===== config.mk =====
export PLATFORM = sky130hd
export DESIGN_NAME = stall_watchdog_delivery_tracker_flat
export DESIGN_NICKNAME = d
export VERILOG_FILES = /design/src/swdt_pkg.sv /design/src/swdt_req_if.sv /design/src/swdt_rsp_if.sv /design/src/swdt_delivery.sv /design/src/swdt_watchdog.sv /design/src/stall_watchdog_delivery_tracker.sv /design/src/flat_wrapper.sv
export SDC_FILE = /design/constraint.sdc
export NUM_CORES = 1
export LEC_CHECK = 0
export BUFFER_PORTS_ARGS = -buffer_cell sky130_fd_sc_hd__clkbuf_2
export CELL_PAD_IN_SITES_DETAIL_PLACEMENT = 2
export CELL_PAD_IN_SITES_GLOBAL_PLACEMENT = 2
export CORE_MARGIN = 2
export CORE_UTILIZATION = 38
export CTS_CLUSTER_DIAMETER = 100
export DETAILED_ROUTE_END_ITERATION = 16
export PLACE_DENSITY_LB_ADDON = 0.1
export SYNTH_ARGS = -nofsm -noshare
export SYNTH_HDL_FRONTEND = slang
export SYNTH_SLANG_ARGS = --single-unit

===== constraint.sdc =====
create_clock -name clock -period 7.5 [get_ports clock]
set_input_delay 0.75 -clock clock [delete_from_list [all_inputs] [get_ports clock]]
set_output_delay 0.75 -clock clock [all_outputs]
set_load 0.05 [all_outputs]

===== src/swdt_pkg.sv =====
// shared types and constants for the stall watchdog delivery tracker
package swdt_pkg;

   localparam int WORD_W = 32;
   localparam int CSR_IDX_W = 2;
   localparam int CSR_DATA_W = 32;

   // register indexes on the csr port
   localparam logic [CSR_IDX_W-1:0] CSR_STALL_LIMIT = 2'd0;
   localparam logic [CSR_IDX_W-1:0] CSR_GRACE = 2'd1;
   localparam logic [CSR_IDX_W-1:0] CSR_FOUND_AT_BOOT = 2'd2;

   localparam logic [WORD_W-1:0] STALL_LIMIT_RST = 32'd60000;
   localparam logic [WORD_W-1:0] GRACE_RST = 32'd30000;

   typedef struct packed {
      logic                  we;
      logic [CSR_IDX_W-1:0]  index;
      logic [CSR_DATA_W-1:0] wdata;
   } csr_wr_type;

   typedef struct packed {
      logic [WORD_W-1:0] now_ms;
      logic [WORD_W-1:0] heartbeat_ms;
      logic              update_running;
      logic [WORD_W-1:0] batches_ok;
      logic [WORD_W-1:0] ack_hi_seq;
      logic [WORD_W-1:0] dropped_max_seq;
      logic              record_present;
      logic [WORD_W-1:0] feed_head_seq;
      logic [WORD_W-1:0] feed_tail_seq;
   } req_beat_type;

   typedef struct packed {
      logic do_feed;
      logic refeed_needed;
      logic clear_record;
      logic pending_now;
      logic fed_now;
   } dlv_out_type;

   typedef struct packed {
      logic              stall_res;
      logic              armed_now;
      logic [WORD_W-1:0] age_ms;
      logic              halted;
      logic              start_taken;
   } wdg_out_type;

   typedef struct packed {
      logic              do_feed;
      logic              refeed_needed;
      logic              clear_record;
      logic              stall_res;
      logic              armed_now;
      logic [WORD_W-1:0] age_ms;
      logic              pending_now;
      logic              fed_now;
   } rsp_beat_type;

endpackage


===== src/swdt_req_if.sv =====
// check tick channel
interface swdt_req_if;
   import swdt_pkg::*;

   logic              valid;
   logic              ready;
   logic [WORD_W-1:0] now_ms;
   logic [WORD_W-1:0] heartbeat_ms;
   logic              update_running;
   logic [WORD_W-1:0] batches_ok;
   logic [WORD_W-1:0] ack_hi_seq;
   logic [WORD_W-1:0] dropped_max_seq;
   logic              record_present;
   logic [WORD_W-1:0] feed_head_seq;
   logic [WORD_W-1:0] feed_tail_seq;

   modport source (
      output valid, now_ms, heartbeat_ms, update_running, batches_ok, ack_hi_seq,
             dropped_max_seq, record_present, feed_head_seq, feed_tail_seq,
      input  ready
   );

   modport sink (
      input  valid, now_ms, heartbeat_ms, update_running, batches_ok, ack_hi_seq,
             dropped_max_seq, record_present, feed_head_seq, feed_tail_seq,
      output ready
   );

endinterface


===== src/swdt_rsp_if.sv =====
// tick result channel
interface swdt_rsp_if;
   import swdt_pkg::*;

   logic              valid;
   logic              ready;
   logic              do_feed;
   logic              refeed_needed;
   logic              clear_record;
   logic              stall_res;
   logic              armed_now;
   logic [WORD_W-1:0] age_ms;
   logic              pending_now;
   logic              fed_now;

   modport source (
      output valid, do_feed, refeed_needed, clear_record, stall_res, armed_now, age_ms,
             pending_now, fed_now,
      input  ready
   );

   modport sink (
      input  valid, do_feed, refeed_needed, clear_record, stall_res, armed_now, age_ms,
             pending_now, fed_now,
      output ready
   );

endinterface


===== src/swdt_delivery.sv =====
// delivery tracker for the stored crash record
module swdt_delivery (
   input  logic                   clock,
   input  logic                   reset,
   input  logic                   step,
   input  logic                   halted,
   input  logic                   start_taken,
   input  swdt_pkg::csr_wr_type   csr,
   input  swdt_pkg::req_beat_type beat,
   output swdt_pkg::dlv_out_type  result
);
   import swdt_pkg::*;

   logic              pending_ff, pending_in;
   logic              fed_ff, fed_in;
   logic [WORD_W-1:0] first_seq_ff, first_seq_in;
   logic [WORD_W-1:0] last_seq_ff, last_seq_in;
   logic [WORD_W-1:0] batches_at_feed_ff, batches_at_feed_in;
   logic              do_feed, refeed, clear;

   always_comb begin
      pending_in = pending_ff;
      fed_in = fed_ff;
      first_seq_in = first_seq_ff;
      last_seq_in = last_seq_ff;
      batches_at_feed_in = batches_at_feed_ff;
      do_feed = 1'b0;
      refeed = 1'b0;
      clear = 1'b0;
      if (!halted && pending_ff) begin
         // a fed line got dropped: forget the feed
         if (fed_ff && first_seq_ff != '0 && beat.dropped_max_seq >= first_seq_ff) begin
            fed_in = 1'b0;
            first_seq_in = '0;
            last_seq_in = '0;
            refeed = 1'b1;
         end
         if (!fed_in) begin
            if (beat.batches_ok > batches_at_feed_ff) begin
               if (!beat.record_present) begin
                  pending_in = 1'b0;
               end else begin
                  first_seq_in = beat.feed_head_seq;
                  last_seq_in = (beat.feed_head_seq != '0) ? beat.feed_tail_seq : '0;
                  if (beat.feed_head_seq != '0) begin
                     fed_in = 1'b1;
                     batches_at_feed_in = beat.batches_ok;
                     do_feed = 1'b1;
                  end
               end
            end
         end else if (last_seq_in != '0 && beat.ack_hi_seq >= last_seq_in) begin
            pending_in = 1'b0;
            clear = 1'b1;
         end
      end
   end

   always_ff @(posedge clock) begin
      if (reset) begin
         pending_ff <= 1'b0;
         fed_ff <= 1'b0;
         first_seq_ff <= '0;
         last_seq_ff <= '0;
         batches_at_feed_ff <= '0;
      end else if (step) begin
         pending_ff <= pending_in;
         fed_ff <= fed_in;
         first_seq_ff <= first_seq_in;
         last_seq_ff <= last_seq_in;
         batches_at_feed_ff <= batches_at_feed_in;
      end else if (csr.we && csr.index == CSR_FOUND_AT_BOOT && !start_taken) begin
         // boot record flag seeds pending until the first tick
         pending_ff <= csr.wdata[0];
      end
   end

   assign result.do_feed = do_feed;
   assign result.refeed_needed = refeed;
   assign result.clear_record = clear;
   assign result.pending_now = pending_in;
   assign result.fed_now = fed_in;

`ifndef SYNTHESIS
   a_pending_no_return: assert property (@(posedge clock) disable iff (reset)
      (step && !pending_ff) |=> !pending_ff)
      else $error("pending came back after a tick");
   a_fed_has_seq: assert property (@(posedge clock) disable iff (reset)
      fed_ff |-> first_seq_ff != '0)
      else $error("fed record without first sequence");
   a_halt_freezes: assert property (@(posedge clock) disable iff (reset)
      (step && halted) |=> $stable(fed_ff) && $stable(first_seq_ff) && $stable(last_seq_ff))
      else $error("delivery state moved while halted");
`endif

endmodule


===== src/swdt_watchdog.sv =====
// heartbeat watchdog with grace time, arming and update hold
module swdt_watchdog (
   input  logic                   clock,
   input  logic                   reset,
   input  logic                   step,
   input  swdt_pkg::csr_wr_type   csr,
   input  swdt_pkg::req_beat_type beat,
   output swdt_pkg::wdg_out_type  result
);
   import swdt_pkg::*;

   logic [WORD_W-1:0] stall_limit_ff;
   logic [WORD_W-1:0] grace_ff;
   logic              armed_ff, armed_in;
   logic [WORD_W-1:0] start_time_ff, start_time_in;
   logic              start_taken_ff;
   logic [WORD_W-1:0] last_age_ff, last_age_in;
   logic              halted_ff, halted_in;
   logic [WORD_W-1:0] start_eff;
   logic [WORD_W-1:0] since_start;
   logic [WORD_W-1:0] hb_age;
   logic              stall;

   // first tick takes its own time as the start
   assign start_eff = start_taken_ff ? start_time_ff : beat.now_ms;
   assign since_start = beat.now_ms - start_eff;
   assign hb_age = beat.now_ms - beat.heartbeat_ms;

   always_comb begin
      armed_in = armed_ff;
      start_time_in = start_time_ff;
      last_age_in = last_age_ff;
      halted_in = halted_ff;
      stall = halted_ff;
      if (!halted_ff) begin
         start_time_in = start_eff;
         if (beat.update_running) begin
            start_time_in = beat.now_ms;
            armed_in = 1'b0;
         end else begin
            if (!armed_ff && since_start >= grace_ff && beat.heartbeat_ms != '0) begin
               armed_in = 1'b1;
            end
            if (armed_in) begin
               last_age_in = hb_age;
               if (hb_age >= stall_limit_ff) begin
                  stall = 1'b1;
                  halted_in = 1'b1;
               end
            end
         end
      end
   end

   always_ff @(posedge clock) begin
      if (reset) begin
         stall_limit_ff <= STALL_LIMIT_RST;
         grace_ff <= GRACE_RST;
      end else if (csr.we) begin
         if (csr.index == CSR_STALL_LIMIT) begin
            stall_limit_ff <= csr.wdata[WORD_W-1:0];
         end
         if (csr.index == CSR_GRACE) begin
            grace_ff <= csr.wdata[WORD_W-1:0];
         end
      end
   end

   always_ff @(posedge clock) begin
      if (reset) begin
         armed_ff <= 1'b0;
         start_time_ff <= '0;
         start_taken_ff <= 1'b0;
         last_age_ff <= '0;
         halted_ff <= 1'b0;
      end else if (step) begin
         armed_ff <= armed_in;
         start_time_ff <= start_time_in;
         start_taken_ff <= start_taken_ff | ~halted_ff;
         last_age_ff <= last_age_in;
         halted_ff <= halted_in;
      end
   end

   assign result.stall_res = stall;
   assign result.armed_now = armed_in;
   assign result.age_ms = last_age_in;
   assign result.halted = halted_ff;
   assign result.start_taken = start_taken_ff;

`ifndef SYNTHESIS
   a_halt_sticks: assert property (@(posedge clock) disable iff (reset)
      halted_ff |=> halted_ff)
      else $error("halt released without reset");
   a_halt_when_armed: assert property (@(posedge clock) disable iff (reset)
      halted_ff |-> armed_ff && start_taken_ff)
      else $error("halted without being armed");
   a_update_disarms: assert property (@(posedge clock) disable iff (reset)
      (step && !halted_ff && beat.update_running) |=> !armed_ff)
      else $error("armed across a running update");
`endif

endmodule


===== src/stall_watchdog_delivery_tracker.sv =====
// top level: tick input register, tracker and watchdog, result register
// One check tick per beat; a beat is registered on entry, its whole update (delivery tracking
// plus heartbeat watchdog) is worked out combinationally from that register and the held
// state, and the result lands in an output register. rsp valid comes from that register,
// loaded from the input register once it is empty or being drained, and a new tick is
// taken every cycle as long as the result side keeps up;
// the input register and the result register let one tick wait on each side. Once a stall
// is declared the block halts: every later tick answers stall_res high and the held state,
// until reset. The csr port writes stall_limit_ms, grace_ms and found_at_boot; found_at_boot
// also seeds the pending flag while no tick has been seen yet.
module stall_watchdog_delivery_tracker (
   input  logic                                clock,
   input  logic                                reset,
   swdt_req_if.sink                            req_chan,
   swdt_rsp_if.source                          rsp_chan,
   input  logic                                csr_we,
   input  logic [swdt_pkg::CSR_IDX_W-1:0]      csr_index,
   input  logic [swdt_pkg::CSR_DATA_W-1:0]     csr_wdata
);
   import swdt_pkg::*;

   logic         in_valid_ff;
   req_beat_type beat_ff;
   logic         rsp_valid_ff;
   rsp_beat_type rsp_ff;
   logic         advance;
   csr_wr_type   csr;
   dlv_out_type  dlv;
   wdg_out_type  wdg;

   assign csr.we = csr_we;
   assign csr.index = csr_index;
   assign csr.wdata = csr_wdata;

   // tick moves on when the result register is empty or being drained
   assign advance = in_valid_ff && (!rsp_valid_ff || rsp_chan.ready);
   assign req_chan.ready = !in_valid_ff || advance;

   always_ff @(posedge clock) begin
      if (reset) begin
         in_valid_ff <= 1'b0;
      end else if (req_chan.ready) begin
         in_valid_ff <= req_chan.valid;
      end
   end

   always_ff @(posedge clock) begin
      if (req_chan.valid && req_chan.ready) begin
         beat_ff.now_ms <= req_chan.now_ms;
         beat_ff.heartbeat_ms <= req_chan.heartbeat_ms;
         beat_ff.update_running <= req_chan.update_running;
         beat_ff.batches_ok <= req_chan.batches_ok;
         beat_ff.ack_hi_seq <= req_chan.ack_hi_seq;
         beat_ff.dropped_max_seq <= req_chan.dropped_max_seq;
         beat_ff.record_present <= req_chan.record_present;
         beat_ff.feed_head_seq <= req_chan.feed_head_seq;
         beat_ff.feed_tail_seq <= req_chan.feed_tail_seq;
      end
   end

   swdt_delivery u_delivery (
      .clock       (clock),
      .reset       (reset),
      .step        (advance),
      .halted      (wdg.halted),
      .start_taken (wdg.start_taken),
      .csr         (csr),
      .beat        (beat_ff),
      .result      (dlv)
   );

   swdt_watchdog u_watchdog (
      .clock  (clock),
      .reset  (reset),
      .step   (advance),
      .csr    (csr),
      .beat   (beat_ff),
      .result (wdg)
   );

   always_ff @(posedge clock) begin
      if (reset) begin
         rsp_valid_ff <= 1'b0;
      end else if (advance) begin
         rsp_valid_ff <= 1'b1;
      end else if (rsp_chan.ready) begin
         rsp_valid_ff <= 1'b0;
      end
   end

   always_ff @(posedge clock) begin
      if (advance) begin
         rsp_ff.do_feed <= dlv.do_feed;
         rsp_ff.refeed_needed <= dlv.refeed_needed;
         rsp_ff.clear_record <= dlv.clear_record;
         rsp_ff.stall_res <= wdg.stall_res;
         rsp_ff.armed_now <= wdg.armed_now;
         rsp_ff.age_ms <= wdg.age_ms;
         rsp_ff.pending_now <= dlv.pending_now;
         rsp_ff.fed_now <= dlv.fed_now;
      end
   end

   assign rsp_chan.valid = rsp_valid_ff;
   assign rsp_chan.do_feed = rsp_ff.do_feed;
   assign rsp_chan.refeed_needed = rsp_ff.refeed_needed;
   assign rsp_chan.clear_record = rsp_ff.clear_record;
   assign rsp_chan.stall_res = rsp_ff.stall_res;
   assign rsp_chan.armed_now = rsp_ff.armed_now;
   assign rsp_chan.age_ms = rsp_ff.age_ms;
   assign rsp_chan.pending_now = rsp_ff.pending_now;
   assign rsp_chan.fed_now = rsp_ff.fed_now;

`ifndef SYNTHESIS
   a_stall_armed: assert property (@(posedge clock) disable iff (reset)
      (rsp_valid_ff && rsp_ff.stall_res) |-> rsp_ff.armed_now)
      else $error("stall reported while not armed");
   a_feed_state: assert property (@(posedge clock) disable iff (reset)
      (rsp_valid_ff && rsp_ff.do_feed) |-> rsp_ff.fed_now && rsp_ff.pending_now)
      else $error("feed beat without fed pending record");
   a_clear_state: assert property (@(posedge clock) disable iff (reset)
      (rsp_valid_ff && rsp_ff.clear_record) |-> !rsp_ff.pending_now && !rsp_ff.do_feed)
      else $error("clear beat left record pending");
   a_no_lost_tick: assert property (@(posedge clock) disable iff (reset)
      (in_valid_ff && !advance) |=> in_valid_ff && $stable(beat_ff))
      else $error("waiting tick dropped or overwritten");
`endif

endmodule

===== src/flat_wrapper.sv =====
// flat-port wrapper written by rule: the top's interface ports become plain ports
module stall_watchdog_delivery_tracker_flat import swdt_pkg::*;
  (clock, reset, csr_we, csr_index, csr_wdata, req_chan_valid, req_chan_now_ms, req_chan_heartbeat_ms, req_chan_update_running, req_chan_batches_ok, req_chan_ack_hi_seq, req_chan_dropped_max_seq, req_chan_record_present, req_chan_feed_head_seq, req_chan_feed_tail_seq, req_chan_ready, rsp_chan_valid, rsp_chan_do_feed, rsp_chan_refeed_needed, rsp_chan_clear_record, rsp_chan_stall_res, rsp_chan_armed_now, rsp_chan_age_ms, rsp_chan_pending_now, rsp_chan_fed_now, rsp_chan_ready);
  swdt_req_if req_chan_i ();
  swdt_rsp_if rsp_chan_i ();
  input  logic clock;
  input  logic reset;
  input  logic csr_we;
  input  logic [swdt_pkg::CSR_IDX_W-1:0] csr_index;
  input  logic [swdt_pkg::CSR_DATA_W-1:0] csr_wdata;
  input wire logic [$bits(req_chan_i.valid)-1:0] req_chan_valid;
  input wire logic [$bits(req_chan_i.now_ms)-1:0] req_chan_now_ms;
  input wire logic [$bits(req_chan_i.heartbeat_ms)-1:0] req_chan_heartbeat_ms;
  input wire logic [$bits(req_chan_i.update_running)-1:0] req_chan_update_running;
  input wire logic [$bits(req_chan_i.batches_ok)-1:0] req_chan_batches_ok;
  input wire logic [$bits(req_chan_i.ack_hi_seq)-1:0] req_chan_ack_hi_seq;
  input wire logic [$bits(req_chan_i.dropped_max_seq)-1:0] req_chan_dropped_max_seq;
  input wire logic [$bits(req_chan_i.record_present)-1:0] req_chan_record_present;
  input wire logic [$bits(req_chan_i.feed_head_seq)-1:0] req_chan_feed_head_seq;
  input wire logic [$bits(req_chan_i.feed_tail_seq)-1:0] req_chan_feed_tail_seq;
  output wire logic [$bits(req_chan_i.ready)-1:0] req_chan_ready;
  output wire logic [$bits(rsp_chan_i.valid)-1:0] rsp_chan_valid;
  output wire logic [$bits(rsp_chan_i.do_feed)-1:0] rsp_chan_do_feed;
  output wire logic [$bits(rsp_chan_i.refeed_needed)-1:0] rsp_chan_refeed_needed;
  output wire logic [$bits(rsp_chan_i.clear_record)-1:0] rsp_chan_clear_record;
  output wire logic [$bits(rsp_chan_i.stall_res)-1:0] rsp_chan_stall_res;
  output wire logic [$bits(rsp_chan_i.armed_now)-1:0] rsp_chan_armed_now;
  output wire logic [$bits(rsp_chan_i.age_ms)-1:0] rsp_chan_age_ms;
  output wire logic [$bits(rsp_chan_i.pending_now)-1:0] rsp_chan_pending_now;
  output wire logic [$bits(rsp_chan_i.fed_now)-1:0] rsp_chan_fed_now;
  input wire logic [$bits(rsp_chan_i.ready)-1:0] rsp_chan_ready;
  assign req_chan_i.valid = req_chan_valid;
  assign req_chan_i.now_ms = req_chan_now_ms;
  assign req_chan_i.heartbeat_ms = req_chan_heartbeat_ms;
  assign req_chan_i.update_running = req_chan_update_running;
  assign req_chan_i.batches_ok = req_chan_batches_ok;
  assign req_chan_i.ack_hi_seq = req_chan_ack_hi_seq;
  assign req_chan_i.dropped_max_seq = req_chan_dropped_max_seq;
  assign req_chan_i.record_present = req_chan_record_present;
  assign req_chan_i.feed_head_seq = req_chan_feed_head_seq;
  assign req_chan_i.feed_tail_seq = req_chan_feed_tail_seq;
  assign req_chan_ready = req_chan_i.ready;
  assign rsp_chan_valid = rsp_chan_i.valid;
  assign rsp_chan_do_feed = rsp_chan_i.do_feed;
  assign rsp_chan_refeed_needed = rsp_chan_i.refeed_needed;
  assign rsp_chan_clear_record = rsp_chan_i.clear_record;
  assign rsp_chan_stall_res = rsp_chan_i.stall_res;
  assign rsp_chan_armed_now = rsp_chan_i.armed_now;
  assign rsp_chan_age_ms = rsp_chan_i.age_ms;
  assign rsp_chan_pending_now = rsp_chan_i.pending_now;
  assign rsp_chan_fed_now = rsp_chan_i.fed_now;
  assign rsp_chan_i.ready = rsp_chan_ready;
  stall_watchdog_delivery_tracker u_core (.clock(clock), .reset(reset), .req_chan(req_chan_i), .rsp_chan(rsp_chan_i), .csr_we(csr_we), .csr_index(csr_index), .csr_wdata(csr_wdata));
endmodule

==> summary.log <==
qor: floorplan.top_level_ports 306
qor: layout.area_delta_synth_final 18.5%
qor: yosys.ys_dominant_reg_cell sky130_fd_sc_hd__edfxtp_1
qor: floorplan.die_w 257 um
qor: clock_tree.clkTransAtPathRegs 60 ps
qor: timing.timing.final.hold_violations 0
qor: timing.clock-skew-final 23.3 ps
qor: detailed_routing.wl_per_cell 23.0 um
qor: floorplan.core-area 63,100 um^2
qor: yosys.netlist_instances 2,263
qor: floorplan.effective_utilization_at_floorplan 0.385
qor: detailed_routing.drt-initial-drc-count 730
qor: layout.n_fill_cell 6,633
qor: power.switching_share 0.277
qor: place.gp_routability_congestion 0.911
qor: yosys.postSynthNetCount 2,752
qor: yosys.synthesis.yosys.warnings 0
qor: power.p_sw 0.00199 W
qor: timing.finalMaxSlewViolations 0
qor: yosys.synth.ff_latch_count 496
qor: detailed_routing.ant_nets 0
qor: timing.clock.fmax 148 MHz
qor: yosys.post_synth_instance_area 24,300 um^2
qor: power.clock_power_share 0.404
qor: global_route.grt_pass1_wl 122 mm
qor: detailed_routing.vias_after_detailed_routing 18,800
qor: clock_tree.cts_buffers 57
qor: clock_tree.cts_resized 0
qor: power.p_leak 11.5 nW
qor: floorplan.dieArea 65,900 um^2
qor: layout.final_cell_area 28,800 um^2
qor: detailed_routing.drt-pass1-iter-count 5
qor: yosys.synth_cell_type_count 71
qor: power.ir_drop 0.000167 V
qor: power.powerDensity 250 nW/um^2
qor: timing.layout_setup_ws 741 ps
qor: layout.post_layout_nonfiller_instances 3,479
qor: yosys.synthTopCellsByArea sky130_fd_sc_hd__edfxtp_1, sky130_fd_sc_hd__dfxtp_1, sky130_fd_sc_hd__ha_1
qor: clock_tree.latest_clock_arrival_within_the_worst_skew_pair 640 ps
qor: layout.largest_reg_flops 226
qor: place.numPortBuffers 305
qor: yosys.synthDominantCellAreaShare 0.328
qor: timing.final-setup-viol-count 0
qor: layout.regMostFlops u_core.beat_ff
qor: floorplan.die-height 257 um
qor: clock_tree.clock-root-buffer sky130_fd_sc_hd__clkbuf_16
qor: clock_tree.cts.hold.buffers_added 0
qor: timing.tightest_slew 1240 ps
qor: place.detailed_place.area 26,800 um^2
qor: power.internal-power 0.00520 W
qor: setup_path.timing.critical_path.fanout_max 29
qor: global_route.grtUsageTotal 0.239
qor: place.pre_cts_ws 868 ps
qor: setup_path.data_arrival_time_of_the_critical_path 7210 ps
qor: layout.multi_input_area 10,700 um^2
qor: clock_tree.clock_tree.buffer_depth 3
qor: yosys.synthDominantAreaCellType sky130_fd_sc_hd__edfxtp_1
qor: clock_tree.cts-htree-levels 2
qor: floorplan.core.rowCount 92
qor: timing.finalCriticalPeriod 6760 ps
qor: global_route.initial_antenna_violation_count 23
qor: clock_tree.post-cts-setup-buffer-count 0
qor: yosys.seq_area_frac_synth 0.519
qor: detailed_routing.drcViolationCount 0
qor: setup_path.critPathLaunchType flop
qor: clock_tree.clock_tree_from_tritoncts done
qor: place.dp.cells 3,357
qor: yosys.syn_avg_cell_area 10.7 um^2
qor: timing.fin_hold_ws 278 ps
qor: yosys.async_flop_share 0
qor: detailed_routing.routed_wl 80.0 mm
qor: setup_path.worst-endpoint-required 7950 ps
qor: layout.layout.nets 3,059
qor: yosys.number_of_synthesized_flops_with_an_enable_pin 265
qor: global_route.overflow 0
qor: setup_path.setup.worst_path.end_class flop
qor: hold_path.hold_path.class input port to flop
qor: layout.final_layout_size_suffix_gt1_frac 0.180
qor: power.power.share.sequential 0.430
qor: timing.fin_crit_sh 0.901
qor: global_route.largest_net_degree_at_the_start_of_global_routing 79
qor: global_route.via_count_of_the_first_global_routing_pass 20,900
qor: layout.footprint_of_the_flip_flops_and_latches 12,600 um^2
qor: place.hpwlAfterDp 60.6 mm
qor: detailed_routing.post_drt_via_cell_ratio 5.39
qor: setup_path.critical_path_class flop to flop
qor: timing.relSlewSlack 0.169
qor: clock_tree.cts_sinks 496
qor: timing.accumulated_negative_setup_slack 0 ps
qor: power.power.combinational.fraction 0.166
qor: timing.grt_setup_unrepaired false
qor: run.cap_violations 0
qor: outcome.outcome finished, final reports clean
-- power by group through the flow --
stage / Combinational (W) / Sequential, W / Clock [W]
6_report: 0.00120 / 0.00310 / 0.00291
5_1_grt: 0.00133 / 0.00311 / 0.00308
4_1_cts: 0.00121 / 0.00310 / 0.00298
3_5_place_dp: 0.00119 / 0.00315 / 0
3_3_place_gp: 0.00113 / 0.00315 / 0
2_1_floorplan: 0.000719 / 0.00319 / 0
-- logic make-up (layout without fill, tap and decap cells) --
group                    count (synthesis)  in the layout  share of synthesized area
AND/OR/NAND/NOR                        601            601                      0.115
AO/OA/AOI/OAI                          512            512                      0.142
flip-flops                             496            496                      0.519
buffers and inverters                  272            627                     0.0439
adder cells (fa/ha/maj)                224            224                      0.116
multiplexers                           116            116                     0.0494
XOR/XNOR                                42             42                     0.0152
other                                    0             15                          0
-- final cells by class --
class                      count  area share
inverter                     195      0.0255
multi-input combinational   1495       0.371
sequential                   496       0.438
clock buffer                  84      0.0570
clock inverter                23      0.0111
tap                          846      0.0368
antenna                       15     0.00131
timing repair buffer         325      0.0593
-- stage by stage --
| stage | total power [W] | utilization |
|---|---|---|
| after CTS | 0.00729 | 0.455 |
| after detailed placement | 0.00435 | 0.424 |
| after global routing | 0.00752 | 0.456 |
| after floorplan | 0.00391 | - |
| final | 0.00720 | 0.456 |
| after global placement | 0.00427 | 0.424 |
-- cell usage in the layout, fill, tap and decap left out, types with 10 or more instances in the layout --
master	instances
sky130_fd_sc_hd__clkbuf_1	18
sky130_fd_sc_hd__a21o_1	81
sky130_fd_sc_hd__xnor2_1	32
sky130_fd_sc_hd__or2_2	10
sky130_fd_sc_hd__nor2_1	120
sky130_fd_sc_hd__nand2_1	266
sky130_fd_sc_hd__mux2_2	30
sky130_fd_sc_hd__buf_4	19
sky130_fd_sc_hd__mux2i_1	86
sky130_fd_sc_hd__a21oi_1	169
sky130_fd_sc_hd__nand2b_1	15
sky130_fd_sc_hd__clkbuf_16	59
sky130_fd_sc_hd__o21a_1	15
sky130_fd_sc_hd__o21bai_1	10
sky130_fd_sc_hd__edfxtp_1	265
sky130_fd_sc_hd__ha_1	222
sky130_fd_sc_hd__nor2b_1	14
sky130_fd_sc_hd__inv_1	194
sky130_fd_sc_hd__o21ai_0	52
sky130_fd_sc_hd__clkbuf_2	304
sky130_fd_sc_hd__nand4_1	48
sky130_fd_sc_hd__nor4_1	33
sky130_fd_sc_hd__xor2_1	10
sky130_fd_sc_hd__nor3_1	29
sky130_fd_sc_hd__a211oi_1	16
sky130_fd_sc_hd__a22o_1	65
sky130_fd_sc_hd__dfxtp_1	230
sky130_fd_sc_hd__o211ai_1	27
sky130_fd_sc_hd__nand3_1	18
sky130_fd_sc_hd__or3_1	10
sky130_fd_sc_hd__diode_2	15
-- critical path, cell delays in order, from the launching register on --
cell and delay, ps:
sky130_fd_sc_hd__dfxtp_2 400, sky130_fd_sc_hd__buf_4 440, sky130_fd_sc_hd__mux2i_1 250, sky130_fd_sc_hd__ha_1 290, sky130_fd_sc_hd__o21a_1 140, sky130_fd_sc_hd__o31a_1 130, sky130_fd_sc_hd__or4_1 530, sky130_fd_sc_hd__a31oi_1 370
sky130_fd_sc_hd__nor2_1 100, sky130_fd_sc_hd__a311oi_1 610, sky130_fd_sc_hd__o21ai_1 220, sky130_fd_sc_hd__a2111o_1 400, sky130_fd_sc_hd__o211a_1 140, sky130_fd_sc_hd__ha_1 290, sky130_fd_sc_hd__nand4_1 90, sky130_fd_sc_hd__or2_2 300
sky130_fd_sc_hd__nor3_1 290, sky130_fd_sc_hd__o21ai_0 190, sky130_fd_sc_hd__o211ai_1 120, sky130_fd_sc_hd__a21oi_1 170, sky130_fd_sc_hd__a211oi_4 370, sky130_fd_sc_hd__or4b_2 610, sky130_fd_sc_hd__o211ai_1 120
-- synthesized netlist by cell type, drive strengths merged (27+ instances only) --
cell type,count
o211ai,27
a21o,81
nor3,29
nor2,120
ha,222
mux2i,86
nand2,266
inv,195
edfxtp,265
nand4,48
xnor2,32
mux2,30
a22o,65
o21ai,56
nor4,33
a21oi,169
dfxtp,231
clkbuf,60
-- final timing paths --
kind                                                      start                                            end  slack, ps  depth (start not counted)
setup / recovery  u_core.u_watchdog.start_taken_ff$_SDFFE_PP0P_           u_core.rsp_chan.age_ms[29]$_DFFE_PP_        740                         22
hold reg to reg                     u_core.beat_ff[2]$_DFFE_PP_  u_core.u_delivery.last_seq_ff[2]$_SDFFE_PP0P_        450                          1
hold / removal                        req_chan_feed_head_seq[4]                   u_core.beat_ff[36]$_DFFE_PP_        280                          1
setup reg to reg  u_core.u_watchdog.start_taken_ff$_SDFFE_PP0P_           u_core.rsp_chan.age_ms[29]$_DFFE_PP_        740                         22
-- routing by layer --
layer | global-route usage | up-vias | share of wire
met5 | 0 | - | 0.0012
met4 | 0.0879 | 14 | 0.035
met3 | 0.0539 | 154 | 0.051
met2 | 0.438 | 376 | 0.51
met1 | 0.270 | 9393 | 0.40
li1 | - | 8825 | -
(Power assumes the default switching activity.)
